**src/rtl/core/mtc_pkg.sv**
```systemverilog
// Package for the MIDI to CV converter with highest-note priority.
// Holds the command, result and state types and the MIDI byte constants.
// No dependencies; every other file of the block uses it.
package mtc_pkg;

    // MIDI byte codes
    localparam logic [7:0] SYSEX_START = 8'hF0;
    localparam logic [7:0] SYSEX_END   = 8'hF7;
    localparam logic [7:0] DATA_MAX    = 8'h7F;
    localparam logic [7:0] CHAN_NONE   = 8'hFF;

    // Upper nibble of channel status bytes
    localparam logic [3:0] KIND_NOTE_OFF   = 4'h8;
    localparam logic [3:0] KIND_NOTE_ON    = 4'h9;
    localparam logic [3:0] KIND_CONTROL    = 4'hB;
    localparam logic [3:0] KIND_PROGRAM    = 4'hC;
    localparam logic [3:0] KIND_CH_PRESS   = 4'hD;
    localparam logic [3:0] KIND_PITCH_BEND = 4'hE;

    // Controller number and output constants
    localparam logic [6:0] CC_RESET_ALL = 7'h79;
    localparam logic [6:0] NOTE_BASE    = 7'h0B;
    localparam logic [9:0] BEND_FULL    = 10'd1023;
    localparam logic [9:0] BEND_RESET   = 10'd512;
    localparam logic [7:0] CV_RESET     = 8'hFF;

    // Action that one complete channel message asks of the note engine
    typedef enum logic [2:0] {
        CMD_NONE,
        CMD_NOTE_ON,
        CMD_NOTE_OFF,
        CMD_RESET_ALL,
        CMD_BEND
    } t_cmd_kind;

    typedef struct packed {
        t_cmd_kind  kind;
        logic [6:0] note;
        logic [9:0] bend;
    } t_cmd;

    // One result item, as driven toward the output stream
    typedef struct packed {
        logic       gate;
        logic [7:0] pitch_cv;
        logic [9:0] bend_target;
        logic [3:0] held_count;
        logic [6:0] top_note;
    } t_result;

    // Note engine sequencer states
    typedef enum logic [1:0] {
        ST_IDLE,
        ST_WALK,
        ST_FINISH
    } t_state;

endpackage

```
**src/rtl/core/mtc_parser.sv**
```systemverilog
// MIDI byte parser: status and running status, sysex skipping, data collection.
// Decodes complete messages on the target channel into a note engine command.
// Depends on mtc_pkg.
module mtc_parser (
    input  logic          i_clk,
    input  logic          i_rst_n,
    input  logic          i_cfg_we,
    input  logic [3:0]    i_cfg_wdata,
    input  logic          i_accept,
    input  logic [7:0]    i_byte,
    output mtc_pkg::t_cmd o_cmd
);

    logic [3:0] r_target;
    logic [7:0] r_status, n_status;
    logic [7:0] r_chan, n_chan;
    logic       r_idx, n_idx;
    logic       r_len_two, n_len_two;
    logic [6:0] r_first, n_first;

    logic       act_en;
    logic [6:0] d0;
    logic [6:0] d1;
    logic [9:0] bend_sum;
    logic [9:0] bend_diff;
    logic [12:0] bend_x5;

    // Parse state update for one byte
    always_comb begin
        n_status  = r_status;
        n_chan    = r_chan;
        n_idx     = r_idx;
        n_len_two = r_len_two;
        n_first   = r_first;
        act_en    = 1'b0;
        d0        = i_byte[6:0];
        d1        = 7'd0;
        priority if (r_status == mtc_pkg::SYSEX_START) begin
            if (i_byte == mtc_pkg::SYSEX_END) begin
                n_status = mtc_pkg::SYSEX_END;
            end
        end else if (i_byte > mtc_pkg::SYSEX_START) begin
            n_status  = i_byte;
            n_len_two = 1'b0;
            n_idx     = 1'b0;
        end else if (i_byte == mtc_pkg::SYSEX_START) begin
            n_status = mtc_pkg::SYSEX_START;
        end else if (i_byte > mtc_pkg::DATA_MAX) begin
            n_status  = i_byte;
            n_chan    = {4'h0, i_byte[3:0]};
            n_len_two = !(i_byte[7:4] == mtc_pkg::KIND_PROGRAM ||
                          i_byte[7:4] == mtc_pkg::KIND_CH_PRESS);
            n_idx     = 1'b0;
        end else if (!r_idx) begin
            n_first = i_byte[6:0];
            if (!r_len_two) begin
                act_en = (r_status < mtc_pkg::SYSEX_START);
            end else begin
                n_idx = 1'b1;
            end
        end else begin
            n_idx  = 1'b0;
            act_en = (r_status < mtc_pkg::SYSEX_START);
            d0     = r_first;
            d1     = i_byte[6:0];
        end
    end

    // Pitch bend scaling: (1023 - (lsb/16 + msb*8)) * 5 / 32
    always_comb begin
        bend_sum  = {7'd0, d0[6:4]} + {d1, 3'd0};
        bend_diff = mtc_pkg::BEND_FULL - bend_sum;
        bend_x5   = {1'b0, bend_diff, 2'b00} + {3'b000, bend_diff};
    end

    // Message decode into an engine command
    always_comb begin
        o_cmd.kind = mtc_pkg::CMD_NONE;
        o_cmd.note = d0;
        o_cmd.bend = {2'b00, bend_x5[12:5]};
        if (act_en && r_chan == {4'h0, r_target}) begin
            unique case (r_status[7:4])
                mtc_pkg::KIND_NOTE_OFF: begin
                    o_cmd.kind = mtc_pkg::CMD_NOTE_OFF;
                end
                mtc_pkg::KIND_NOTE_ON: begin
                    o_cmd.kind = (d1 == 7'd0) ? mtc_pkg::CMD_NOTE_OFF
                                              : mtc_pkg::CMD_NOTE_ON;
                end
                mtc_pkg::KIND_CONTROL: begin
                    if (d0 == mtc_pkg::CC_RESET_ALL) begin
                        o_cmd.kind = mtc_pkg::CMD_RESET_ALL;
                    end
                end
                mtc_pkg::KIND_PITCH_BEND: begin
                    o_cmd.kind = mtc_pkg::CMD_BEND;
                end
                default: begin
                    o_cmd.kind = mtc_pkg::CMD_NONE;
                end
            endcase
        end
    end

    // Parse registers and the channel setting
    always_ff @(posedge i_clk) begin
        if (!i_rst_n) begin
            r_target  <= 4'd0;
            r_status  <= 8'd0;
            r_chan    <= mtc_pkg::CHAN_NONE;
            r_idx     <= 1'b0;
            r_len_two <= 1'b0;
        end else begin
            if (i_cfg_we) begin
                r_target <= i_cfg_wdata;
            end
            if (i_accept) begin
                r_status  <= n_status;
                r_chan    <= n_chan;
                r_idx     <= n_idx;
                r_len_two <= n_len_two;
                r_first   <= n_first;
            end
        end
    end

endmodule

```
**src/rtl/core/mtc_note_engine.sv**
```systemverilog
// Note engine: held-note table sorted descending, walked one entry per cycle
// by a small sequencer with a carry register, plus gate, CV and bend state.
// Depends on mtc_pkg.
module mtc_note_engine #(
    parameter int TABLE_DEPTH = 8
) (
    input  logic             i_clk,
    input  logic             i_rst_n,
    input  logic             i_start,
    input  mtc_pkg::t_cmd    i_cmd,
    output logic             o_ready,
    input  logic             i_out_ready,
    output logic             o_out_valid,
    output mtc_pkg::t_result o_result
);

    localparam int IDX_W = (TABLE_DEPTH > 1) ? $clog2(TABLE_DEPTH) : 1;
    localparam int CNT_W = $clog2(TABLE_DEPTH + 1);
    localparam logic [CNT_W-1:0] DEPTH_C = CNT_W'(TABLE_DEPTH);
    localparam logic [CNT_W-1:0] SAT_MAX = CNT_W'(15);

    mtc_pkg::t_state r_state, n_state;

    logic [6:0]       r_table [TABLE_DEPTH];
    logic [CNT_W-1:0] r_count, n_count;
    logic [CNT_W-1:0] r_idx, n_idx;
    logic [6:0]       r_carry, n_carry;
    logic             r_flag, n_flag;
    logic             r_press, n_press;
    logic [6:0]       r_top, n_top;
    logic             r_gate, n_gate;
    logic [7:0]       r_cv, n_cv;
    logic [9:0]       r_bend, n_bend;
    logic             r_out_valid, n_out_valid;
    mtc_pkg::t_result r_result, n_result;

    logic             wr_en;
    logic [IDX_W-1:0] wr_addr;
    logic [6:0]       wr_data;
    logic [6:0]       entry;
    logic             at_end;
    logic             out_free;

    // Pitch PWM value from a note: twice (note - 11), minimum 2
    function automatic logic [7:0] cv_of(input logic [6:0] note);
        logic [6:0] v;
        v = (note > mtc_pkg::NOTE_BASE) ? (note - mtc_pkg::NOTE_BASE) : 7'd1;
        return {v, 1'b0};
    endfunction

    assign entry    = r_table[r_idx[IDX_W-1:0]];
    assign at_end   = (r_idx == r_count);
    assign out_free = !r_out_valid || i_out_ready;

    // Sequencer: next state, table write and note state
    always_comb begin
        n_state     = r_state;
        n_count     = r_count;
        n_idx       = r_idx;
        n_carry     = r_carry;
        n_flag      = r_flag;
        n_press     = r_press;
        n_top       = r_top;
        n_gate      = r_gate;
        n_cv        = r_cv;
        n_bend      = r_bend;
        n_out_valid = r_out_valid && !i_out_ready;
        n_result    = r_result;
        wr_en       = 1'b0;
        wr_addr     = r_idx[IDX_W-1:0];
        wr_data     = r_carry;
        o_ready     = 1'b0;
        unique case (r_state)
            mtc_pkg::ST_IDLE: begin
                o_ready = 1'b1;
                if (i_start) begin
                    n_idx   = '0;
                    n_flag  = 1'b0;
                    n_carry = i_cmd.note;
                    n_press = (i_cmd.kind == mtc_pkg::CMD_NOTE_ON);
                    n_state = mtc_pkg::ST_FINISH;
                    unique case (i_cmd.kind)
                        mtc_pkg::CMD_NOTE_ON, mtc_pkg::CMD_NOTE_OFF: begin
                            n_state = mtc_pkg::ST_WALK;
                        end
                        mtc_pkg::CMD_RESET_ALL: begin
                            n_bend  = mtc_pkg::BEND_RESET;
                            n_count = '0;
                            n_gate  = 1'b0;
                        end
                        mtc_pkg::CMD_BEND: begin
                            n_bend = i_cmd.bend;
                        end
                        default: begin
                            n_state = mtc_pkg::ST_FINISH;
                        end
                    endcase
                end
            end
            mtc_pkg::ST_WALK: begin
                if (r_press) begin
                    // Insertion walk: the carry holds the note being pushed down
                    priority if (at_end) begin
                        if (r_idx != DEPTH_C) begin
                            wr_en   = 1'b1;
                            n_count = r_count + 1'b1;
                            if (r_idx == '0) begin
                                n_top = r_carry;
                            end
                        end
                        n_cv    = cv_of(n_top);
                        n_gate  = 1'b1;
                        n_state = mtc_pkg::ST_FINISH;
                    end else if (!r_flag && entry == r_carry) begin
                        n_state = mtc_pkg::ST_FINISH;
                    end else if (r_flag || r_carry > entry) begin
                        wr_en   = 1'b1;
                        n_carry = entry;
                        n_flag  = 1'b1;
                        if (r_idx == '0) begin
                            n_top = r_carry;
                        end
                        n_idx = r_idx + 1'b1;
                    end else begin
                        n_idx = r_idx + 1'b1;
                    end
                end else begin
                    // Removal walk: entries after the match move up by one
                    if (at_end) begin
                        if (r_flag) begin
                            n_count = r_count - 1'b1;
                            if (n_count == '0) begin
                                n_gate = 1'b0;
                            end else begin
                                n_cv = cv_of(r_top);
                            end
                        end
                        n_state = mtc_pkg::ST_FINISH;
                    end else begin
                        if (r_flag) begin
                            wr_en   = 1'b1;
                            wr_addr = IDX_W'(r_idx - 1'b1);
                            wr_data = entry;
                            if (r_idx == CNT_W'(1)) begin
                                n_top = entry;
                            end
                        end
                        if (entry == r_carry) begin
                            n_flag = 1'b1;
                        end
                        n_idx = r_idx + 1'b1;
                    end
                end
            end
            mtc_pkg::ST_FINISH: begin
                if (out_free) begin
                    n_out_valid          = 1'b1;
                    n_result.gate        = r_gate;
                    n_result.pitch_cv    = r_cv;
                    n_result.bend_target = r_bend;
                    n_result.held_count  = (r_count > SAT_MAX) ? 4'd15 : 4'(r_count);
                    n_result.top_note    = r_top;
                    n_state              = mtc_pkg::ST_IDLE;
                end
            end
            default: begin
                n_state = mtc_pkg::ST_IDLE;
            end
        endcase
    end

    // Control and note state registers
    always_ff @(posedge i_clk) begin
        if (!i_rst_n) begin
            r_state     <= mtc_pkg::ST_IDLE;
            r_count     <= '0;
            r_idx       <= '0;
            r_flag      <= 1'b0;
            r_press     <= 1'b0;
            r_top       <= 7'd0;
            r_gate      <= 1'b0;
            r_cv        <= mtc_pkg::CV_RESET;
            r_bend      <= mtc_pkg::BEND_RESET;
            r_out_valid <= 1'b0;
        end else begin
            r_state     <= n_state;
            r_count     <= n_count;
            r_idx       <= n_idx;
            r_flag      <= n_flag;
            r_press     <= n_press;
            r_top       <= n_top;
            r_gate      <= n_gate;
            r_cv        <= n_cv;
            r_bend      <= n_bend;
            r_out_valid <= n_out_valid;
        end
    end

    // Payload registers
    always_ff @(posedge i_clk) begin
        r_carry  <= n_carry;
        r_result <= n_result;
    end

    // Note table: one write port, no reset
    always_ff @(posedge i_clk) begin
        if (wr_en) begin
            r_table[wr_addr] <= wr_data;
        end
    end

    assign o_out_valid = r_out_valid;
    assign o_result    = r_result;

endmodule

```
**src/rtl/core/midi_to_cv_highest_note.sv**
```systemverilog
// MIDI to CV converter, highest-note priority. One result per MIDI byte.
// A byte other than a note message goes straight to the finish state; a note
// message first walks the held-note table one entry per cycle, over at most
// TABLE_DEPTH entries. The finish state waits for a free output register. The next byte is taken
// once the previous result sits in the output register. Synchronous active-low
// reset restores the parser and note state; the note table keeps no reset.
module midi_to_cv_highest_note #(
    parameter int TABLE_DEPTH = 8
) (
    input  logic        i_clk,
    input  logic        i_rst_n,
    // Configuration: target_channel
    input  logic        i_cfg_we,
    input  logic [3:0]  i_cfg_wdata,
    // Input stream
    input  logic        s_axis_tvalid,
    output logic        s_axis_tready,
    input  logic [7:0]  s_axis_tdata,   // [7:0] data_byte
    // Output stream
    output logic        m_axis_tvalid,
    input  logic        m_axis_tready,
    output logic [31:0] m_axis_tdata    // [0] gate, [8:1] pitch_cv, [18:9] bend_target,
                                        // [22:19] held_count, [29:23] top_note, [31:30] 0
);

    mtc_pkg::t_cmd    cmd;
    mtc_pkg::t_result result;
    logic             accept;

    assign accept = s_axis_tvalid && s_axis_tready;

    // Byte parser and message decode
    mtc_parser u_parser (
        .i_clk       (i_clk),
        .i_rst_n     (i_rst_n),
        .i_cfg_we    (i_cfg_we),
        .i_cfg_wdata (i_cfg_wdata),
        .i_accept    (accept),
        .i_byte      (s_axis_tdata),
        .o_cmd       (cmd)
    );

    // Held-note table sequencer and output register
    mtc_note_engine #(
        .TABLE_DEPTH (TABLE_DEPTH)
    ) u_engine (
        .i_clk       (i_clk),
        .i_rst_n     (i_rst_n),
        .i_start     (accept),
        .i_cmd       (cmd),
        .o_ready     (s_axis_tready),
        .i_out_ready (m_axis_tready),
        .o_out_valid (m_axis_tvalid),
        .o_result    (result)
    );

    // Output packing, first field in the lowest bits
    assign m_axis_tdata = {2'b00, result.top_note, result.held_count,
                           result.bend_target, result.pitch_cv, result.gate};

endmodule
```
**config.mk**
```make
export PLATFORM = sky130hd
export DESIGN_NAME = midi_to_cv_highest_note
export DESIGN_NICKNAME = d
export VERILOG_FILES = /design/src/rtl/core/mtc_pkg.sv /design/src/rtl/core/mtc_parser.sv /design/src/rtl/core/mtc_note_engine.sv /design/src/rtl/core/midi_to_cv_highest_note.sv
export SDC_FILE = /design/constraint.sdc
export NUM_CORES = 1
export LEC_CHECK = 0
export BUFFER_PORTS_ARGS = -buffer_cell sky130_fd_sc_hd__buf_2
export CAP_MARGIN = 30
export CORE_MARGIN = 3
export CORE_UTILIZATION = 50
export DETAILED_ROUTE_END_ITERATION = 8
export PLACE_DENSITY = 0.66
export SKIP_CTS_REPAIR_TIMING = 1
export SLEW_MARGIN = 20
export SYNTH_ARGS = -nofsm -noshare
export SYNTH_HDL_FRONTEND = slang
export SYNTH_HIERARCHICAL = 1
export SYNTH_SLANG_ARGS = --single-unit
```
**constraint.sdc**
```tcl
create_clock -name i_clk -period 3.9 [get_ports i_clk]
set_input_delay 0 -clock i_clk [delete_from_list [all_inputs] [get_ports i_clk]]
set_output_delay 0 -clock i_clk [all_outputs]
set_load 0.03 [all_outputs]
```
=== Word-level counts from Yosys, hierarchy flattened ===
Memory sizes are Yosys's and may differ from the RTL's. A register that Yosys moved wholly into a read port is not among the register bits.
Cells that the tools add are included.

* Mux-type cells: 120
* Bitwise logic cells: 4
* $lt $le $gt $ge: 7
* Reductions and logical operators: 38
* $add $sub $neg: 9
* Eq/ne operators: 43

{| class="wikitable"
|+ Operators with widths
! operator !! count
|-
| 7-bit two-way mux || 33
|-
| 8-bit two-way mux || 10
|-
| 4-bit two-way mux || 12
|-
| 1-bit two-way mux || 41
|-
| 6-bit AND reduction || 6
|-
| 4-bit equality test (second input constant) || 6
|-
| 8-bit equality test (second input constant) || 3
|-
| 3-bit two-way mux || 7
|-
| 10-bit case mux with 2 select lines || 1
|-
| 2-bit two-way mux || 9
|-
| 4-bit case mux with 2 select lines || 2
|-
| 4-bit AND reduction || 4
|-
| 3-bit by 1-bit inequality test with 1-bit output (second input constant) || 5
|-
| 3-bit inequality test (second input constant) || 5
|-
| 7-bit by 4-bit greater-than comparator with 1-bit output (second input constant) || 2
|-
| 2-bit by 1-bit inequality test with 1-bit output (second input constant) || 7
|-
| 7-bit case mux with 2 select lines || 1
|-
| 7-bit by 4-bit subtractor with 7-bit output (second input constant) || 2
|-
| 12-bit by 10-bit adder with 13-bit output || 1
|-
| 3-bit case mux with 4 select lines || 1
|-
| 3-bit by 10-bit adder with 10-bit output || 1
|-
| 2-bit inequality test (second input constant) || 5
|-
| 2-bit nonzero test || 5
|-
| 10-bit subtractor (first input constant) || 1
|-
| 33 further kinds || 51
|}

* Flip-flop bits (word level): 105
* Bits in writable memories: 56
* Word-level logic and storage cells: 244
* Memories: 1

{| class="wikitable"
|+ Memories
! memory !! words !! width !! read ports !! clocked after memory_dff !! write ports !! RTL line !! source
|-
| u_engine.r_table || 8 || 7 || 1 || 1 || 1 || mtc_note_engine.sv:24 || <nowiki>logic [6:0] r_table [TABLE_DEPTH];</nowiki>
|}

=== Depth between registers and ports, before layout ===
Gate-level depths: netlist (run 1).

* Word-level depth: 14
* Depth in mapped cells: 15
* Mapped depth without buffers: 13

=== Cells and area by module ===
Netlist (run 1), hierarchy kept.

{| class="wikitable"
|+ Modules (own cells, without submodules)
! module !! area each (um^2) !! sequential area each (um^2) !! cells each !! instances
|-
| mtc_note_engine || 6143.4 || 3633.5 || 502 || 1
|-
| mtc_parser || 1786.7 || 590.6 || 187 || 1
|-
| midi_to_cv_highest_note || 25.0 || 0.0 || 4 || 1
|}

=== Least setup slack after synthesis (run 1) ===
Ideal clock, no wire load.

* Kind: register -> register
* From: reg (tool-made name)
* To: mem u_engine.r_table[2][0], enable pin
* Path slack: 0.462 ns
* Stages on the path, launching flop included: 13
* Data required time: 3.535 ns
* Period minus slack after synthesis: 3.438 ns
* Arrival: 3.074 ns
* Cell sequence: dfxtp_1 > clkbuf_1 > buf_2 > mux4_2 > mux2i_1 > inv_1 > ha_1 > inv_1 > a211oi_1 > o311a_1 > o211ai_1 > nand3_1 > nor2b_1

{| class="wikitable"
|+ RTL lines
! item !! RTL line
|-
| to (decl) || mtc_note_engine.sv:24
|}

==> results.toml, run 1 <==
[logic_synthesis]
yosys.area.top_type_share = 0.377
synth_cell_types = 74
yosys-top-cells-count = "100 x edfxtp_1, 71 x nand2_1, 61 x dfxtp_1"
ys_seq_area_frac = 0.531
syn_area_per_cell_um2 = 11.5
async_flop_share = 0
yosysTopAreaCell = "edfxtp_1"
synth_ff_type = "edfxtp_1"
synth.most_common_cell = "edfxtp_1"
ys_top_cells_by_area = "edfxtp_1 38%, dfxtp_1 15%, mux4_2 4.0%, mux2i_1 3.9%, ha_1 3.5%"
synth-edff-count = 100
yosys_warnings = 6
syn_inst = 693
netlist_area_um2 = 7960
ys_ff_latch = 161

[cts]
clockRootBuffer = "clkbuf_16"
h-tree-depth = 4
clk_latency_ps = 420
clkTransAtPathRegs_ps = 60
cts-buffers-inserted = 17
clockBufferDepth = 2
clock-sinks = 161
cts_tree = "built"

[timing]
fin_hold_ws_ps = -13.2
period_minus_slack_ps = 3510
min_period_over_period = 0.900
finalSetupTns_ps = 0
hold_viol = 2
rsz0062_at_grt = "false"
slew_headroom = 0.373
max_freq_mhz = 285
fin_skew_ps = 9.50
tightest_slew_ps = 938
report.final.slew_viol_count = 0
setup_viol = 0

[cells_and_area]
syn_to_final_growth_pct = 14.4
n_antenna_cell = 0
drive_above_1_share = 0.196
nNetsFinal = 803
nFillCells = 1254
instances_no_fill = 987

[setup_path]
critPathMostFrequentCell = "a21oi_1"
cp_slowest_cell = "a21oi_1"
arrival_ps = 3870
cp.required_ps = 4260
setup.worst_path.end_class = "flip-flop"
cpPeakStageDelay_ps = 520
cp_cell_sequence = "and4_1 > a21oi_1 > buf_4 > mux2_2 > nand2_1 > nand4b_1 > a21oi_1 > nand3b_1 > o22a_1 > a31oi_4 > nor4b_1 > o21a_1"
worstPathMaxFanout = 7
reg2reg_setup_slack_ps = 390
worstSetupStartpointType = "flip-flop"
path_class = "flip-flop to flip-flop"

[pwr]
peakVddDrop_v = 0.000293
p_leak_uw = 0.00336
p_per_area_nw_per_um2 = 398

[global_route]
grt_pass1_wl_um = 28700
overflow = 0
grt_antenna_before_repair = 0
grt_max_degree = 46
first_global_vias = 5483
track_usage = 0.204

[route]
wirelength_um = 17400
first_iter_violations = 591
drt_first_pass_iters = 5
post_drt_wl_per_cell_um = 17.6
ant_nets = 0
vias = 5632
drc = 0
avgViaCountPerCell = 5.71

[floorplanning]
die_h_um = 132
io_pins = 51
initial_core_util = 0.518
rows = 45
die_area_um2 = 17500
die_w_um = 132
core_um2 = 15400

[job]
drv_cap = 0

[placement]
dpl.cell_count = 944
dp.final_hpwl_um = 12600
port_buffers = 48
gp_congestion = 0.944

[outcome]
violations = "negative hold slack"
status = "finished with violations"

[hold_path]
min_path_type = "input pin to flip-flop"
[final cells by class]
type,instances,area [µm²],area share
Sequential cell,161,4220,0.464
Multi-Input combinational cell,472,3450,0.379
Timing Repair Buffer,88,561,0.0616
Clock buffer,19,433,0.0476
Tap cell,211,264,0.0290
Inverter,24,90.1,0.00990
Clock inverter,12,85.1,0.00935
[flip-flops by register name, indices dropped and copies added (netlist names), 2 cells and up, named ones only]
signal and cells:
u_engine/r_count 4, u_engine/r_bend 10, u_engine/r_idx 4, u_engine/o_result 30
u_parser/r_first 7, u_parser/r_chan 5, u_parser/r_target 4, u_engine/r_carry 7
u_parser/r_status 8, u_engine/r_table 56, u_engine/r_state 2, u_engine/r_top 7
u_engine/r_cv 8
[report_power, final]
group / switching, µW / internal, µW
logic: 183 / 97.3
registers: 25.0 / 1850
clock network: 654 / 811
[cells by family after synthesis]
group           Yosys count  share of synthesized area
mux                      57                     0.0970
other cells               2                   0.000944
xor+xnor                 29                     0.0319
buf+inv                  62                     0.0371
compound gates          139                      0.127
simple gates            221                      0.141
flops                   161                      0.531
fa+ha+maj                22                     0.0346
[metrics by stage]
stage	util	setup WS (ps)	total power [µW]	area (µm²)	hold WS [ps]
detailed placement	0.551	512	2180	8470	268
floorplan	-	462	2100	7960	125
finish	0.592	390	3620	9100	-13.2
CTS	0.585	460	3640	8990	-169
global placement	0.550	558	2170	8460	256
global route	0.592	75.3	3770	9100	15.6
[worst max-delay path, delay by kind of cell (launching register included)]
kind	cells	cell delay, ps
compound gates	5	1590
buf+inv	1	260
flops	1	340
mux	1	180
simple gates	5	1060
[cell usage in the layout, fill, tap and decap left out, types with 5 or more instances in the layout]
| master | synthesis | final |
|---|---|---|
| and2_1 | 7 | 7 |
| ha_1 | 22 | 22 |
| buf_4 | 4 | 26 |
| clkinvlp_4 | 0 | 5 |
| dfxtp_1 | 61 | 61 |
| nand3_1 | 10 | 10 |
| nand3b_1 | 9 | 9 |
| mux2_2 | 11 | 11 |
| o211a_1 | 6 | 6 |
| inv_1 | 24 | 24 |
| edfxtp_1 | 100 | 100 |
| buf_2 | 8 | 50 |
| a31oi_1 | 7 | 7 |
| xnor2_1 | 13 | 13 |
| nor3_1 | 9 | 9 |
| clkbuf_16 | 0 | 17 |
| a21o_1 | 8 | 8 |
| mux2i_1 | 31 | 31 |
| dlygate4sd3_1 | 0 | 11 |
| nand2_1 | 71 | 71 |
| o21ai_0 | 33 | 31 |
| nor2b_1 | 13 | 12 |
| mux4_2 | 14 | 14 |
| nor2_1 | 58 | 58 |
| nand4_1 | 7 | 7 |
| nand2b_1 | 6 | 6 |
| a21oi_1 | 30 | 30 |
| a22oi_1 | 11 | 11 |
| xor2_1 | 16 | 16 |
| o211ai_1 | 6 | 6 |
[worst paths after layout]
check / start / end / cells after the start
worst max-delay path: u_parser/r_status[7] / u_engine/r_count[3] / 12
worst min-delay path: s_axis_tdata[2] / u_parser/r_chan[2] / 3
worst max register to register: u_parser/r_status[7] / u_engine/r_count[3] / 12
worst min register to register: u_engine/r_cv[2] / u_engine/o_result[23] / 0
[per-layer routing]
metal	track usage	vias to the layer above	share of wire
met5	0	-	0
met4	0.0659	0	0.013
met3	0.0374	22	0.046
met2	0.334	186	0.48
met1	0.278	2725	0.46
li1	-	2699	-
Power figures use the tool's default switching activity.
==> run 2, diff against run 1 <==
--- a/config.mk
+++ b/config.mk
@@ -9,8 +9,10 @@
 export CAP_MARGIN = 30
 export CORE_MARGIN = 3
 export CORE_UTILIZATION = 50
+export CTS_CLUSTER_DIAMETER = 100
 export DETAILED_ROUTE_END_ITERATION = 8
 export PLACE_DENSITY = 0.66
+export REMOVE_ABC_BUFFERS = 1
 export SKIP_CTS_REPAIR_TIMING = 1
 export SLEW_MARGIN = 20
 export SYNTH_ARGS = -nofsm -noshare
==> results.toml, run 2 (synthesis results as in run 1) <==
[setup_path]
cpPeakStageDelay_ps = 520
critPathMostFrequentCell = "ha_1"
cp_slowest_cell = "or3b_2"
cp_cell_sequence = "inv_1 > ha_1 > or3b_2 > nand2_1 > o21ai_0 > ha_1 > or3_1 > a31o_2 > a31oi_4 > a21oi_1 > a221o_1"
worstSetupStartpointType = "flip-flop"
crit_buf_inv = 1
critical_path.top_delay_family = "compound AO/OA/AOI/OAI gates"
cp.required_ps = 4210
arrival_ps = 3660
worstPathMaxFanout = 7
setup.worst_path.end_class = "flip-flop"
path_class = "flip-flop to flip-flop"

[cells_and_area]
nNetsFinal = 798
n_antenna_cell = 0
drive_above_1_share = 0.193
postLayoutCellArea_um2 = 9170
syn_to_final_growth_pct = 15.2
layout_commonest_cell = "edfxtp_1"
top_register = "u_engine/r_table"
mostFrequentLayoutCells = "100 x edfxtp_1, 71 x nand2_1, 61 x dfxtp_1"
largest_reg_flops = 56

[timing]
hold_viol = 1
tightest_slew_ps = 922
max_freq_mhz = 298
setup_viol = 0
finalSetupTns_ps = 0
min_period_over_period = 0.860
period_minus_slack_ps = 3350
fin_skew_ps = 10.3
report.final.slew_viol_count = 0
slew_headroom = 0.384
rsz0062_at_grt = "false"
fin_hold_ws_ps = -16.2

[floorplanning]
core_um2 = 15400
die_w_um = 132
die_h_um = 132
die_area_um2 = 17500
initial_core_util = 0.518
rows = 45
io_pins = 51

[cts]
clk_latency_ps = 430
cts-buffers-inserted = 17
clock-sinks = 161
clockBufferDepth = 2
clockRootBuffer = "clkbuf_16"
h-tree-depth = 4
cts_tree = "built"
clkTransAtPathRegs_ps = 60

[global_route]
track_usage = 0.205
grt_max_degree = 45
grt_antenna_before_repair = 0
grt_pass1_wl_um = 28300
overflow = 0
first_global_vias = 5445

[placement]
gp_congestion = 0.861
port_buffers = 48
post_dp_cell_area_um2 = 8430
dp.final_hpwl_um = 11900

[route]
first_iter_violations = 512
vias = 5580
ant_nets = 0
wirelength_um = 17300
avgViaCountPerCell = 5.68
drc = 0
post_drt_wl_per_cell_um = 17.6
drt_first_pass_iters = 5

[outcome]
status = "finished with violations"
violations = "negative hold slack"

[job]
drv_cap = 0

[pwr]
p_per_area_nw_per_um2 = 419
power_uw = 3840
peakVddDrop_v = 0.000334
p_leak_uw = 0.00339

[hold_path]
min_path_type = "input pin to flip-flop"
==> run 2: metrics by stage <==
| step | util | hold WS [ps] | std cells | setup WS [ps] |
|---|---|---|---|---|
| 2_1_floorplan | - | 61.9 | 657 | 390 |
| 3_3_place_gp | 0.548 | 256 | 938 | 517 |
| 3_5_place_dp | 0.548 | 270 | 938 | 318 |
| 4_1_cts | 0.588 | -180 | 970 | 289 |
| 5_1_grt | 0.596 | 10.0 | 983 | 255 |
| 6_report | 0.596 | -16.2 | 983 | 546 |
==> run 2: layout make-up <==
class,count,area (µm²)
clock inverter,11,125
inverter,24,90.1
multi-input combinational,472,3450
clock buffer,21,483
sequential,161,4220
tap,211,264
fill,1245,6210
timing repair buffer,83,533
==> run 2: worst paths after layout <==
check,from,to,slack [ps],cells after the start
max reg2reg,u_engine/r_idx[0],u_engine/r_cv[1],550,11
max,u_engine/r_idx[0],u_engine/r_cv[1],550,11
min,s_axis_tdata[1],u_parser/r_chan[1],-20,3
min reg2reg,u_engine/r_cv[6],u_engine/o_result[27],430,0
==> run 2: power by group <==
| group | internal (µW) | switching, µW |
|---|---|---|
| registers | 1850 | 25.2 |
| logic | 94.6 | 176 |
| clock network | 1020 | 668 |
==> run 2: worst register-to-register path, delay by kind of cell (launching register included) <==
family | cells | cell delay, ps
fa+ha+maj | 2 | 580
buf+inv | 1 | 150
flops | 1 | 360
compound gates | 5 | 1180
simple gates | 3 | 990
==> run 2: layer usage <==
layer | vias to the layer above | global-route usage | share of wire
met5 | - | 0 | 0
met4 | 0 | 0.0811 | 0.016
met3 | 22 | 0.0424 | 0.059
met2 | 196 | 0.329 | 0.48
met1 | 2683 | 0.274 | 0.44
li1 | 2679 | - | -
==> run 3, diff against run 2 <==
==> constraint.sdc (replaced) <==
create_clock -name i_clk -period 3.3 [get_ports i_clk]
set_input_delay 0 -clock i_clk [delete_from_list [all_inputs] [get_ports i_clk]]
set_output_delay 0 -clock i_clk [all_outputs]
set_load 0.03 [all_outputs]
==> results.toml, run 3 (synthesis results as in run 1) <==
[floorplanning]
die_area_um2 = 17500
io_pins = 51
die_w_um = 132
die_h_um = 132
initial_core_util = 0.518
core_um2 = 15400
rows = 45

[route]
drc = 0
post_drt_wl_per_cell_um = 18.4
ant_nets = 0
avgViaCountPerCell = 5.74
wirelength_um = 18500
first_iter_violations = 492
vias = 5766
drt_first_pass_iters = 5

[cts]
clk_latency_ps = 420
clock-sinks = 161
clockRootBuffer = "clkbuf_16"
cts_tree = "built"
clockBufferDepth = 2
cts-buffers-inserted = 17
clkTransAtPathRegs_ps = 60
h-tree-depth = 4

[setup_path]
setup.worst_path.end_class = "flip-flop"
rr_startpoint = "u_engine/r_idx[0]"
worstSetupStartpointType = "flip-flop"
reg2reg_setup_slack_ps = 150
timing.rr.end = "u_engine/r_cv[1]"
cp.required_ps = 3610
worstPathMaxFanout = 7
path_class = "flip-flop to flip-flop"
cp-startpoint = "u_engine/r_idx[0]"
r2r_cells = 11
arrival_ps = 3460

[job]
drv_cap = 0

[cells_and_area]
mostFrequentLayoutCells = "100 x edfxtp_1, 71 x nand2_1, 61 x dfxtp_1"
top_register = "u_engine/r_table"
instances_no_fill = 1004
largest_reg_flops = 56
utilization = 0.608
nNetsFinal = 819
drive_above_1_share = 0.216
postLayoutCellArea_um2 = 9340
layout_commonest_cell = "edfxtp_1"
syn_to_final_growth_pct = 17.4
n_antenna_cell = 0

[global_route]
overflow = 0
grt_antenna_before_repair = 0
grt_max_degree = 45
track_usage = 0.214
grt_pass1_wl_um = 29500
first_global_vias = 5613

[timing]
slew_headroom = 0.415
period_minus_slack_ps = 3150
min_period_over_period = 0.954
max_freq_mhz = 318
fin_hold_ws_ps = 14.8
hold_viol = 0
report.final.slew_viol_count = 0
tightest_slew_ps = 876
setup_viol = 0
fin_skew_ps = 10.7

[placement]
dpl.cell_count = 956
port_buffers = 48
dp.final_hpwl_um = 13200
gp_congestion = 0.962
post_dp_cell_area_um2 = 8580

[hold_path]
min_path_type = "input pin to flip-flop"
min_to = "u_parser/r_idx"
worstHoldStart = "s_axis_tdata[7]"
hold_depth = 3

[pwr]
power_uw = 4530
p_leak_uw = 0.00350
p_per_area_nw_per_um2 = 485
peakVddDrop_v = 0.000383

[outcome]
status = "complete, no violations"
-- run 3: final cells by class --
cell class / instances / area (µm²)
Sequential cell: 161 / 4220
Fill cell: 1225 / 6030
Tap cell: 211 / 264
Timing Repair Buffer: 104 / 709
Multi-Input combinational cell: 472 / 3460
Inverter: 24 / 90.1
Clock buffer: 24 / 493
Clock inverter: 8 / 103
-- run 3: worst max path at each step --
stage                               endpoint  slack, ps  cells past startpoint
after detailed placement  u_engine/r_bend[4]        110                     12
after CTS                 u_engine/r_bend[4]         80                     12
after floorplan             u_engine/r_cv[1]       -210                     10
after global routing        u_engine/r_cv[1]         -2                     11
final                       u_engine/r_cv[1]        150                     11
after global placement    u_engine/r_bend[4]        190                     12
-- run 3: worst max-delay path: stages, from the launching register on --
cell and delay (ps):
dfxtp_1 360, inv_1 140, ha_2 250, or3b_2 510
nand2_1 80, o21ai_0 120, ha_1 240, or3_1 370
a31o_2 270, a31oi_4 250, a21oi_1 110, a221o_1 340
-- run 3: routing by layer --
| layer | track usage | share of wire |
|---|---|---|
| met3 | 0.0458 | 0.050 |
| met5 | 0 | 0 |
| met2 | 0.345 | 0.49 |
| met4 | 0.0834 | 0.023 |
| met1 | 0.284 | 0.44 |
-- run 3: through the flow --
| stage | setup slack, ps | setup TNS [ps] |
|---|---|---|
| 3_5_place_dp | 106 | 0 |
| 4_1_cts | 79.1 | 0 |
| 2_1_floorplan | -210 | -4110 |
| 3_3_place_gp | 190 | 0 |
| 6_report | 153 | 0 |
| 5_1_grt | -1.69 | -1.69 |
-- run 3: power breakdown --
part	total (µW)	switching, µW	leakage [µW]	internal (µW)
sequential	2220	31.7	0.00139	2190
clock	1960	757	0.000286	1200
combinational	350	221	0.00182	129
